**config.mk**
```make
export PLATFORM = sky130hd
export DESIGN_NAME = number_range_list_parser_unit
export DESIGN_NICKNAME = d
export VERILOG_FILES = /design/src/nrlp_pkg.sv /design/src/nrlp_step.sv /design/src/number_range_list_parser_unit.sv
export VERILOG_INCLUDE_DIRS = /design/src /design/src/src
export SDC_FILE = /design/constraint.sdc
export NUM_CORES = 1
export LEC_CHECK = 0
export BUFFER_PORTS_ARGS = -buffer_cell sky130_fd_sc_hd__buf_4
export CELL_PAD_IN_SITES_DETAIL_PLACEMENT = 0
export CELL_PAD_IN_SITES_GLOBAL_PLACEMENT = 2
export CORE_MARGIN = 1.5
export CORE_UTILIZATION = 40
export DETAILED_ROUTE_END_ITERATION = 12
export GPL_TIMING_DRIVEN = 0
export PLACE_DENSITY = 0.82
export SLEW_MARGIN = 20
export SYNTH_ARGS = -nofsm -noshare
export SYNTH_HDL_FRONTEND = slang
export SYNTH_SLANG_ARGS = --single-unit
```
**constraint.sdc**
```tcl
create_clock -name clock -period 11.25 [get_ports clock]
set_clock_uncertainty 0.1 [all_clocks]
set_input_delay 2.25 -clock clock [delete_from_list [all_inputs] [get_ports clock]]
set_output_delay 2.25 -clock clock [all_outputs]
set_load 0.1 [all_outputs]
```
**src/number_range_list_parser_unit_assert.svh**
```systemverilog
// Assertion macros for the number range list parser sources.
`ifndef NUMBER_RANGE_LIST_PARSER_UNIT_ASSERT_SVH
`define NUMBER_RANGE_LIST_PARSER_UNIT_ASSERT_SVH

// Same-cycle implication, checked on every rising clock edge outside reset.
`define NRLP_ASSERT_NOW(lbl, ante, cons, msg) \
   lbl: assert property (@(posedge clock) disable iff (reset) (ante) |-> (cons)) \
      else $error(msg);

// Next-cycle implication, checked on every rising clock edge outside reset.
`define NRLP_ASSERT_NEXT(lbl, ante, cons, msg) \
   lbl: assert property (@(posedge clock) disable iff (reset) (ante) |=> (cons)) \
      else $error(msg);

`endif

```
**src/nrlp_pkg.sv**
```systemverilog
// Types and constants for the number range list parser.
package nrlp_pkg;

   typedef enum logic [1:0] {
      GS_COMMA  = 2'd0,
      GS_HYPHEN = 2'd1,
      GS_NUMBER = 2'd2,
      GS_RANGE  = 2'd3
   } nrlp_gstate_type;

   typedef enum logic [2:0] {
      ERR_NONE   = 3'd0,
      ERR_DIGIT  = 3'd1,
      ERR_COMMA  = 3'd2,
      ERR_CHAR   = 3'd3,
      ERR_RANGE  = 3'd4,
      ERR_DESC   = 3'd5,
      ERR_MANY   = 3'd6
   } nrlp_error_type;

   localparam logic [7:0] CHAR_ZERO   = 8'h30;
   localparam logic [7:0] CHAR_NINE   = 8'h39;
   localparam logic [7:0] CHAR_COMMA  = 8'h2C;
   localparam logic [7:0] CHAR_HYPHEN = 8'h2D;
   localparam logic [8:0] MAX_ENTRIES = 9'd255;
   localparam logic [8:0] ACCUM_SAT   = 9'd511;

   typedef struct packed {
      nrlp_gstate_type gstate;
      logic [8:0]      accum;
      logic            in_num;
      logic [7:0]      range_begin;
      logic [7:0]      entries;
      nrlp_error_type  err;
   } nrlp_state_type;

   typedef struct packed {
      logic           span_valid;
      logic [7:0]     span_first;
      logic [7:0]     span_last;
      logic [7:0]     entry_total;
      logic           list_done;
      logic           error_flag;
      nrlp_error_type error_kind;
   } nrlp_result_type;

   localparam nrlp_state_type STATE_RESET = '{
      gstate: GS_COMMA, accum: 9'd0, in_num: 1'b0, range_begin: 8'd0,
      entries: 8'd0, err: ERR_NONE};

endpackage

```
**src/nrlp_step.sv**
```systemverilog
// One parse step: next parse state and result for one character.
module nrlp_step (
   input  nrlp_pkg::nrlp_state_type  st,
   input  logic [7:0]                char_code,
   input  logic                      is_final,
   input  logic                      is_empty,
   input  logic [7:0]                min_value,
   input  logic [7:0]                max_value,
   output nrlp_pkg::nrlp_state_type  st_next,
   output nrlp_pkg::nrlp_result_type res
);
   import nrlp_pkg::*;

   nrlp_state_type s;
   logic           is_digit;
   logic           active;
   logic           do_finish;
   logic [12:0]    prod;
   logic [8:0]     num;
   logic [7:0]     first;
   logic [7:0]     add;
   logic [8:0]     total;
   logic           sv;
   logic [7:0]     sf;
   logic [7:0]     sl;

   assign is_digit = (char_code >= CHAR_ZERO) && (char_code <= CHAR_NINE);
   assign prod = ({4'd0, st.accum} << 3) + ({4'd0, st.accum} << 1)
               + {9'd0, char_code[3:0]};

   always_comb begin
      s = st;
      sv = 1'b0;
      sf = 8'd0;
      sl = 8'd0;
      num = 9'd0;
      first = 8'd0;
      add = 8'd0;
      total = 9'd0;

      // A bad register setting flags every item.
      if ((max_value <= min_value) && (s.err == ERR_NONE)) begin
         s.err = ERR_MANY;
      end
      active = (s.err == ERR_NONE) && !is_empty;

      if (active && is_digit) begin
         if (s.in_num) begin
            s.accum = (prod > {4'd0, ACCUM_SAT}) ? ACCUM_SAT : prod[8:0];
         end else if ((s.gstate == GS_NUMBER) || (s.gstate == GS_RANGE)) begin
            s.err = ERR_COMMA;
         end else begin
            s.in_num = 1'b1;
            s.accum = {5'd0, char_code[3:0]};
         end
      end

      // A number ends at a non-digit or at the final item; its checks come
      // before the grammar check of the character that ends it.
      do_finish = s.in_num && (s.err == ERR_NONE) && ((active && !is_digit) || is_final);
      if (do_finish) begin
         num = s.accum;
         s.in_num = 1'b0;
         s.accum = 9'd0;
         if ((num < {1'b0, min_value}) || (num > {1'b0, max_value})) begin
            s.err = ERR_RANGE;
         end else if (s.gstate == GS_COMMA) begin
            s.gstate = GS_NUMBER;
            s.range_begin = num[7:0];
            first = num[7:0];
            add = 8'd1;
         end else begin
            s.gstate = GS_RANGE;
            if (num[7:0] < s.range_begin) begin
               s.err = ERR_DESC;
            end else begin
               first = s.range_begin + 8'd1;
               add = num[7:0] - s.range_begin;
            end
         end
         // An equal-ended range adds nothing and reports no span.
         if ((s.err == ERR_NONE) && (add != 8'd0)) begin
            total = {1'b0, s.entries} + {1'b0, add};
            if (total > MAX_ENTRIES) begin
               s.err = ERR_MANY;
            end else begin
               s.entries = total[7:0];
               sv = 1'b1;
               sf = first;
               sl = num[7:0];
            end
         end
      end

      if (active && !is_digit && (s.err == ERR_NONE)) begin
         if (s.gstate == GS_HYPHEN) begin
            s.err = ERR_DIGIT;
         end else if (char_code == CHAR_COMMA) begin
            s.gstate = GS_COMMA;
         end else if (s.gstate == GS_RANGE) begin
            s.err = ERR_COMMA;
         end else if (s.gstate == GS_COMMA) begin
            s.err = ERR_DIGIT;
         end else if (char_code == CHAR_HYPHEN) begin
            s.gstate = GS_HYPHEN;
         end else begin
            s.err = ERR_CHAR;
         end
      end
   end

   always_comb begin
      res.error_flag  = (s.err != ERR_NONE);
      res.error_kind  = s.err;
      res.span_valid  = sv && !res.error_flag;
      res.span_first  = res.error_flag ? 8'd0 : sf;
      res.span_last   = res.error_flag ? 8'd0 : sl;
      res.entry_total = res.error_flag ? 8'd0 : s.entries;
      res.list_done   = is_final && !res.error_flag;
      st_next = is_final ? STATE_RESET : s;
   end

endmodule

```
**src/number_range_list_parser_unit.sv**
```systemverilog
// Top level of the number range list parser: input register, step logic, result register.
//
//   channel  direction  contents
//   req_     in         tdata: char_code; tlast: is_final; tuser: is_empty
//   rsp_     out        tdata: span bounds and entry total; tuser: flags and error kind
//   csr_     in         write enable, register index, write data
//
// One character per cycle sustained while rsp_tready is high; each result is registered.
// The parse state updates in the same cycle as an item moves from the input register to
// the result register, so back-to-back characters see each other's effect.
// Synchronous reset clears the parse state and valid flags; min is set to 0, max to 255.
// With rsp_tready low the result holds, the input register takes one more item,
// and then req_tready drops.
module number_range_list_parser_unit (
   input  logic       clock,
   input  logic       reset,
   input  logic       req_tvalid,
   output logic       req_tready,
   input  logic [7:0] req_tdata,   // [7:0] char_code
   input  logic       req_tlast,
   input  logic       req_tuser,   // [0] is_empty
   output logic       rsp_tvalid,
   input  logic       rsp_tready,
   output logic [23:0] rsp_tdata,  // [7:0] span_first, [15:8] span_last, [23:16] entry_total
   output logic [5:0] rsp_tuser,   // [0] span_valid, [1] list_done, [2] error_flag,
                                   // [5:3] error_kind
   input  logic       csr_we,
   input  logic       csr_addr,
   input  logic [7:0] csr_wdata
);
   import nrlp_pkg::*;

   `include "number_range_list_parser_unit_assert.svh"

   localparam logic CSR_MIN = 1'b0;
   localparam logic CSR_MAX = 1'b1;

   logic [7:0]      min_ff, max_ff;
   logic            in_valid_ff;
   logic [7:0]      in_char_ff;
   logic            in_final_ff;
   logic            in_empty_ff;
   nrlp_state_type  st_ff, st_in;
   nrlp_result_type res_in, res_ff;
   logic            rsp_valid_ff;
   logic            out_load;
   logic            advance;

   assign out_load   = !rsp_valid_ff || rsp_tready;
   assign advance    = in_valid_ff && out_load;
   assign req_tready = !in_valid_ff || out_load;

   always_ff @(posedge clock) begin
      if (reset) begin
         min_ff <= 8'd0;
         max_ff <= 8'd255;
      end else if (csr_we) begin
         unique case (csr_addr)
            CSR_MIN: min_ff <= csr_wdata;
            CSR_MAX: max_ff <= csr_wdata;
            default: ;
         endcase
      end
   end

   always_ff @(posedge clock) begin
      if (reset) begin
         in_valid_ff <= 1'b0;
      end else if (req_tready) begin
         in_valid_ff <= req_tvalid;
      end
   end

   always_ff @(posedge clock) begin
      if (req_tready && req_tvalid) begin
         in_char_ff  <= req_tdata;
         in_final_ff <= req_tlast;
         in_empty_ff <= req_tuser;
      end
   end

   nrlp_step u_step (
      .st        (st_ff),
      .char_code (in_char_ff),
      .is_final  (in_final_ff),
      .is_empty  (in_empty_ff),
      .min_value (min_ff),
      .max_value (max_ff),
      .st_next   (st_in),
      .res       (res_in)
   );

   always_ff @(posedge clock) begin
      if (reset) begin
         st_ff <= STATE_RESET;
         rsp_valid_ff <= 1'b0;
      end else begin
         if (advance) begin
            st_ff <= st_in;
         end
         if (out_load) begin
            rsp_valid_ff <= in_valid_ff;
         end
      end
   end

   always_ff @(posedge clock) begin
      if (advance) begin
         res_ff <= res_in;
      end
   end

   assign rsp_tvalid = rsp_valid_ff;
   assign rsp_tdata  = {res_ff.entry_total, res_ff.span_last, res_ff.span_first};
   assign rsp_tuser  = {res_ff.error_kind, res_ff.error_flag, res_ff.list_done,
                        res_ff.span_valid};

   `NRLP_ASSERT_NOW(a_err_masks_span, rsp_valid_ff && res_ff.error_flag,
      !res_ff.span_valid && (res_ff.entry_total == 8'd0) && !res_ff.list_done,
      "error result carries span or total")
   `NRLP_ASSERT_NOW(a_err_kind_flag, rsp_valid_ff,
      res_ff.error_flag == (res_ff.error_kind != ERR_NONE),
      "error flag disagrees with error kind")
   `NRLP_ASSERT_NEXT(a_final_clears, advance && in_final_ff,
      (st_ff.gstate == GS_COMMA) && !st_ff.in_num && (st_ff.entries == 8'd0)
      && (st_ff.err == ERR_NONE),
      "parse state not cleared after final character")
   `NRLP_ASSERT_NEXT(a_held_item_kept, in_valid_ff && !advance,
      in_valid_ff && $stable(in_char_ff) && $stable(in_final_ff),
      "stalled input register lost its item")

endmodule
```
# --- Word level (Yosys, flattened, before mapping) ---
# Cells that the tools add are included.
totals:
  regBits: 89
  out_inout_bits: 32
  wordCells: 125
op_classes:
  n_addsub: 5
  order_cmp: 8
  eq_ne: 7
  muxes: 43
  n_bitwise: 3
  reduce_logical: 39
op_table:
  columns: ["op", "n"]
  rows:
  - ["2-to-1 mux 8 bit", 9]
  - ["2-to-1 mux 31 bit", 2]
  - ["2-to-1 mux 3 bit", 15]
  - ["2-to-1 mux 10 bit", 2]
  - ["2-to-1 mux 9 bit", 2]
  - ["equality test 8 x 6 -> 1 bit, second input constant", 2]
  - ["logical NOT 3 bit", 5]
  - ["2-to-1 mux 2 bit", 7]
  - ["adder 12 x 10 -> 13 bit", 1]
  - ["adder 13 x 4 -> 13 bit", 1]
  - ["greater-than comparator 13 x 9 -> 1 bit, second input constant", 1]
  - ["logical AND 1 bit", 13]
  - ["2-to-1 mux 11 bit", 1]
  - ["adder 8 x 8 -> 9 bit", 1]
  - ["greater-than comparator 9 x 8 -> 1 bit", 1]
  - ["greater-than comparator 9 x 8 -> 1 bit, second input constant", 1]
  - ["< comparator 9 x 8 -> 1 bit", 1]
  - ["adder 8 x 1 -> 8 bit, second input constant", 1]
  - [">= comparator 8 x 6 -> 1 bit, second input constant", 1]
  - ["less-or-equal comparator 8 x 6 -> 1 bit, second input constant", 1]
  - ["less-or-equal comparator 8 bit", 1]
  - ["< comparator 8 bit", 1]
  - ["nonzero test 8 bit", 1]
  - ["subtractor 8 bit", 1]
  - ["14 further kinds", 33]

# --- Depth between registers and ports, before layout ---
depth:
  ltp_word: 26
  mapped_depth: 37

# --- By module ---
# From an unflattened synthesis, not the netlist that was laid out.
hier_totals:
  hier_cells: 728
  area_unflattened_um2: 6573.8
by_module_without_submodules:
  columns: ["module", "instances", "cells_per_inst", "area_per_inst_um2", "seq_area_each_um2"]
  rows:
  - ["number_range_list_parser_unit", 1, 250, 3293.2, 2182.1]
  - ["nrlp_step", 1, 478, 3280.6, 0.0]

# --- Worst setup path after synthesis ---
# No wires, ideal clock.
synth_path:
  kind: "register -> register"
  startpoint: "register st_ff[20] (netlist bit)"
  endpoint: "register res_ff (netlist bit rsp_tdata[21]), data pin"
  setup_time_ns: 0.259
  t_arrival_ns: 6.931
  required_time_ns: 10.891
  slack_ns: 3.959
  stages_incl_launch_ff: 35
  n_path_buf: 0
  period_less_slack_ns: 7.291
  path_cell_list: "dfxtp_1 > inv_1 > fa_1 > inv_1 > ha_1 > a211oi_1 > o21ai_0 > a22oi_1 > xnor2_1 > nor2_1 > o2111ai_1 > nor2_1 > or3_1 > ha_1 > inv_1 > fa_1 > a21oi_1 > o21a_1 > o21ai_1 > a21o_1 > a21oi_1 > nor2_1 > and2_1 > inv_1 > nor2_1 > ha_1 > nor2b_1 > o21ai_0 > a21oi_1 > o21a_1 > o21ai_0 > nand2b_1 > nor3_4 > mux2_2 > nor2b_1"
synth_via:
  elab_chain_len: 23
  word_cells_on_any_way: 42
  cone_classes: "4 x add/sub; 5 x order compare; 2 x eq/ne; 23 x mux; 8 x reduce/logical"
synth_rtl:
  columns: ["item", "line", "rtl"]
  rows:
  - ["from (decl)", "number_range_list_parser_unit.sv:43", "nrlp_state_type st_ff, st_in;"]
  - ["from (signal assigned)", "number_range_list_parser_unit.sv:99", "st_ff <= st_in;"]
  - ["adder 12 x 10 -> 13 bit", "nrlp_step.sv:28", "assign prod = ({4'd0, st.accum} << 3) + ({4'd0, st.accum} << 1)"]
  - ["adder 13 x 4 -> 13 bit", "nrlp_step.sv:29", "+ {9'd0, char_code[3:0]};"]
  - ["greater-than comparator 13 x 9 -> 1 bit", "nrlp_step.sv:49", "s.accum = (prod > {4'd0, ACCUM_SAT}) ? ACCUM_SAT : prod[8:0];"]
  - ["2-to-1 mux 9 bit", "nrlp_step.sv:49", null]
  - ["2-to-1 mux 9 bit", "nrlp_step.sv:48", "if (s.in_num) begin"]
  - ["2-to-1 mux 10 bit (*)", "nrlp_step.sv:47", "if (active && is_digit) begin"]
  - ["subtractor 8 bit / < comparator 8 bit (equally long branches)", "nrlp_step.sv:78, nrlp_step.sv:74", null]
  - ["2-to-1 mux 8 bit", "nrlp_step.sv:74", "if (num[7:0] < s.range_begin) begin"]
  - ["[7 not listed]", null, null]
  - ["2-to-1 mux 31 bit (*)", "nrlp_step.sv:61", "if (do_finish) begin"]
  - ["2-to-1 mux 3 bit", "nrlp_step.sv:104", "end else if (char_code == CHAR_HYPHEN) begin"]
  - ["2-to-1 mux 3 bit", "nrlp_step.sv:102", "end else if (s.gstate == GS_COMMA) begin"]
  - ["2-to-1 mux 3 bit", "nrlp_step.sv:100", "end else if (s.gstate == GS_RANGE) begin"]
  - ["2-to-1 mux 3 bit", "nrlp_step.sv:98", "end else if (char_code == CHAR_COMMA) begin"]
  - ["2-to-1 mux 3 bit", "nrlp_step.sv:96", "if (s.gstate == GS_HYPHEN) begin"]
  - ["2-to-1 mux 3 bit", "nrlp_step.sv:95", "if (active && !is_digit && (s.err == ERR_NONE)) begin"]
  - ["nonzero test 3 bit", "nrlp_step.sv:113", "res.error_flag = (s.err != ERR_NONE);"]
  - ["to (signal assigned)", "number_range_list_parser_unit.sv:109", "res_ff <= res_in;"]
  - ["to (decl)", "number_range_list_parser_unit.sv:44", "nrlp_result_type res_in, res_ff;"]
# Mark *: on every way between the ends. The rest lies on a longest branch, timed or not. The select of a mux whose other input is x is not followed.
# A chain may end at the register's enable or synchronous reset.

# --- Worst setup path in the final report ---
layout_path:
  startpoint: "register st_ff[20] (netlist bit)"
  endpoint: "register res_ff (netlist bit rsp_tdata[23]), data pin"
# Same word-level chain as after synthesis.

==> results.yml <==
outcome:
  status: "completed"
worst_setup_path:
  worst_path_dominant_cell_family: "compound AO/OA/AOI/OAI gates"
  reg2regPathDepth: 32
  critPathLaunchType: "flop"
  slowest_stage: "sky130_fd_sc_hd__a21oi_1"
  category_of_the_worst_setup_path_capture_point: "flop"
  critPathKind: "flop to flop"
  regToRegStartpoint: "st_ff[20]"
  timing.reg2reg.setup_slack_ps: 1940
  critical_path_required_ps: 11250
  largest_driver_fanout_on_the_critical_path: 10
  worst_r2r_endpoint: "rsp_tdata[23]"
  critPathMaxStageDelay_ps: 700
  timing.critical_path.buf_inv: 4
  path_common_cell: "sky130_fd_sc_hd__inv_1"
  worst-endpoint-arrival_ps: 9320
clock_tree:
  cts_tree: "done"
  cts.root.buffer_cell: "sky130_fd_sc_hd__clkbuf_16"
  cts_sinks: 89
  cts_setup_buffers: 0
  clkLatencyLatePin_ps: 360
  total_number_of_h_tree_levels: 3
  hold_buffers: 0
  cts-root-to-sink-buffers: 2
  postCtsResizedCells: 0
  cts-buffers-inserted: 9
  clkTransAtPathRegs_ps: 70
synthesis:
  largest_family_of_logic_cells_by_synthesized_area: "compound AO/OA/AOI/OAI gates"
  yosys.area_share.adder_pct: 13.3
  synth_cells: 646
  synth-compound-area-share_pct: 19.9
  synth.distinct_cells: 70
  mapped_cell_area_um2: 5970
  postSynth.asyncResetShare_pct: 0
  yosysTopAreaCellShare_pct: 20.1
  synth.most_common_cell: "sky130_fd_sc_hd__nor2_1"
  synth_area_per_cell_um2: 9.24
  synth-xor-area-share_pct: 3.23
  synthTopCellsByCount: "85 x sky130_fd_sc_hd__nor2_1, 57 x sky130_fd_sc_hd__ha_1, 53 x sky130_fd_sc_hd__inv_1, 49 x sky130_fd_sc_hd__dfxtp_1, 40 x sky130_fd_sc_hd__edfxtp_1"
  synth.area.mux_share_pct: 3.42
  synth_enable_flop_cells: 40
  synth-simple-area-share_pct: 18.9
  ys_dominant_reg_cell: "sky130_fd_sc_hd__dfxtp_1"
  synth_area_leaders: "sky130_fd_sc_hd__edfxtp_1 20%, sky130_fd_sc_hd__dfxtp_1 16%, sky130_fd_sc_hd__ha_1 12%"
  synth_seq_cells: 89
  synth_area_leader_cell: "sky130_fd_sc_hd__edfxtp_1"
  synth_fp_nets: 731
  ys_seq_area_share_pct: 36.6
  synth.yosys.warnings: 0
routing:
  detail_route.vias_per_cell: 5.70
  drc_errors: 0
  drt_first_iter_violations: 347
  detailroute.via_count: 5132
  average_routed_wire_per_standard_cell_um: 17.7
  first_pass_iters: 5
  wl_met3_um: 666
  met1_length_mm: 7.39
  drtAntennaViolNets: 0
  highest-signal-layer: "met4"
  drt-total-wl_mm: 16.0
  wl_met2_mm: 7.47
power_and_ir_drop:
  power.ir.vdd_worst_mv: 0.0647
  power_switching_mw: 0.234
  powerDensity_nw_per_um2: 115
  power.share.switching_pct: 29.3
  clock_power_share_pct: 39.9
  sequentialPowerShare_pct: 44.5
  pwr-share-comb_pct: 15.6
  p_leak_nw: 2.94
  power_report.internal_total_mw: 0.563
cells_and_area:
  area_growth_syn_to_layout_pct: 16.0
  final_nets: 797
  design_area_um2: 6920
  number_of_inserted_diodes: 0
  fraction_of_layout_instances_using_a_drive_strength_above_1_pct: 13.0
sta:
  final_setup_violation_count: 0
  timing.final.crit_share_pct: 82.8
  max_freq_mhz: 107
  max_slew_margin_pct: 40.9
  final_hold_viol_count: 0
  timing.setup.tns_ps: 0
  final-max-slew-violation-count: 0
  tightest_slew_ps: 887
  final.min_clock_period_ps: 9310
  rsz0062_at_grt: "no"
place:
  place_congestion: 0.810
  detailed_place_hpwl_mm: 12.0
  port-buffer-count: 55
  placedInstanceArea_um2: 6610
grt:
  globalRouteTotalUtil_pct: 20.6
  grt_max_degree: 37
  grt_pass1_wl_mm: 25.4
  first_global_vias: 4876
  grt_overflow_total: 0
  antenna_found_initial: 0
floorplan:
  initial_utilization_pct: 41.1
  pin_count: 56
  design.die.area_um2: 15700
  core.rowCount: 44
  core_um2: 14500
  dieHeight_um: 125
  width_of_the_die_um: 125
worst_hold_path:
  min_path_type: "flop to flop"
  holdPathEnd: "st_ff[18]"
  hold_path_startpoint: "st_ff[18]"
  holdPathStages: 2
flow_run:
  drv.max_cap_violation_count: 0
[metal layers]
metal	track usage, %	vias up
li1	-	2514
met1	26.8	2451
met2	34.0	136
met3	3.72	31
met4	7.95	0
met5	0	-
[layout make-up]
class,instances,area [um2]
timing repair buffer,55,413
clock inverter,7,85.1
sequential,89,2180
fill,1435,7610
buffer,19,80.1
multi-input combinational,485,3510
clock buffer,9,225
tap,184,230
inverter,53,199
[registers in the layout (all words and copies together) (netlist names), 6 cells and up]
signal      count
rsp_tdata      24
min_ff          8
st_ff          31
rsp_tuser       6
in_char_ff      8
max_ff          8
[stage by stage]
stage	total power, mW	worst slack [ps]	instances	utilization, %	hold WS (ps)
after detailed placement	0.487	1980	885	45.5	375
after floorplan	0.451	3960	646	-	349
final	0.797	1940	901	47.6	396
after CTS	0.806	1930	901	47.6	385
after global placement	0.484	1900	885	45.5	367
after global routing	0.829	1170	901	47.6	418
[power groups by stage]
stage	clock network [mW]	registers [mW]	logic [mW]
final	0.318	0.355	0.124
after global routing	0.340	0.356	0.133
after CTS	0.326	0.355	0.125
after detailed placement	0	0.362	0.124
after global placement	0	0.362	0.122
after floorplan	0	0.394	0.0571
[worst min-delay path, delay by kind of cell (launching register included)]
family,cells,cell delay [ps]
flops,1,310
compound gates,2,140
[kinds of logic (layout without fill, tap and decap cells)]
logic type | count (synthesis) | count (layout)
simple gates | 214 | 214
compound gates | 168 | 168
flops | 89 | 89
buf+inv | 72 | 143
fa+ha+maj | 61 | 61
xor+xnor | 22 | 22
mux | 20 | 20
[layout by cell type, fill, tap and decap left out, types with 17 or more instances in the layout]
cell / count
sky130_fd_sc_hd__nor2_1: 85
sky130_fd_sc_hd__ha_1: 57
sky130_fd_sc_hd__buf_4: 55
sky130_fd_sc_hd__inv_1: 52
sky130_fd_sc_hd__dfxtp_1: 49
sky130_fd_sc_hd__edfxtp_1: 40
sky130_fd_sc_hd__a21oi_1: 39
sky130_fd_sc_hd__o21ai_0: 20
sky130_fd_sc_hd__a22oi_1: 20
sky130_fd_sc_hd__clkbuf_1: 17
sky130_fd_sc_hd__xnor2_1: 17
sky130_fd_sc_hd__mux2i_1: 17
[worst max-delay path by stage]
| stage | depth (start not counted) | slack [ps] | start | to |
|---|---|---|---|---|
| after floorplan | 34 | 3960 | st_ff[20] | rsp_tdata[21] |
| after global placement | 32 | 1900 | st_ff[20] | rsp_tdata[23] |
| after detailed placement | 32 | 1980 | st_ff[20] | rsp_tdata[23] |
| after CTS | 32 | 1930 | st_ff[20] | rsp_tdata[23] |
| after global routing | 35 | 1170 | st_ff[20] | rsp_tdata[2] |
| final | 32 | 1940 | st_ff[20] | rsp_tdata[23] |
(Power assumes the default switching activity.)
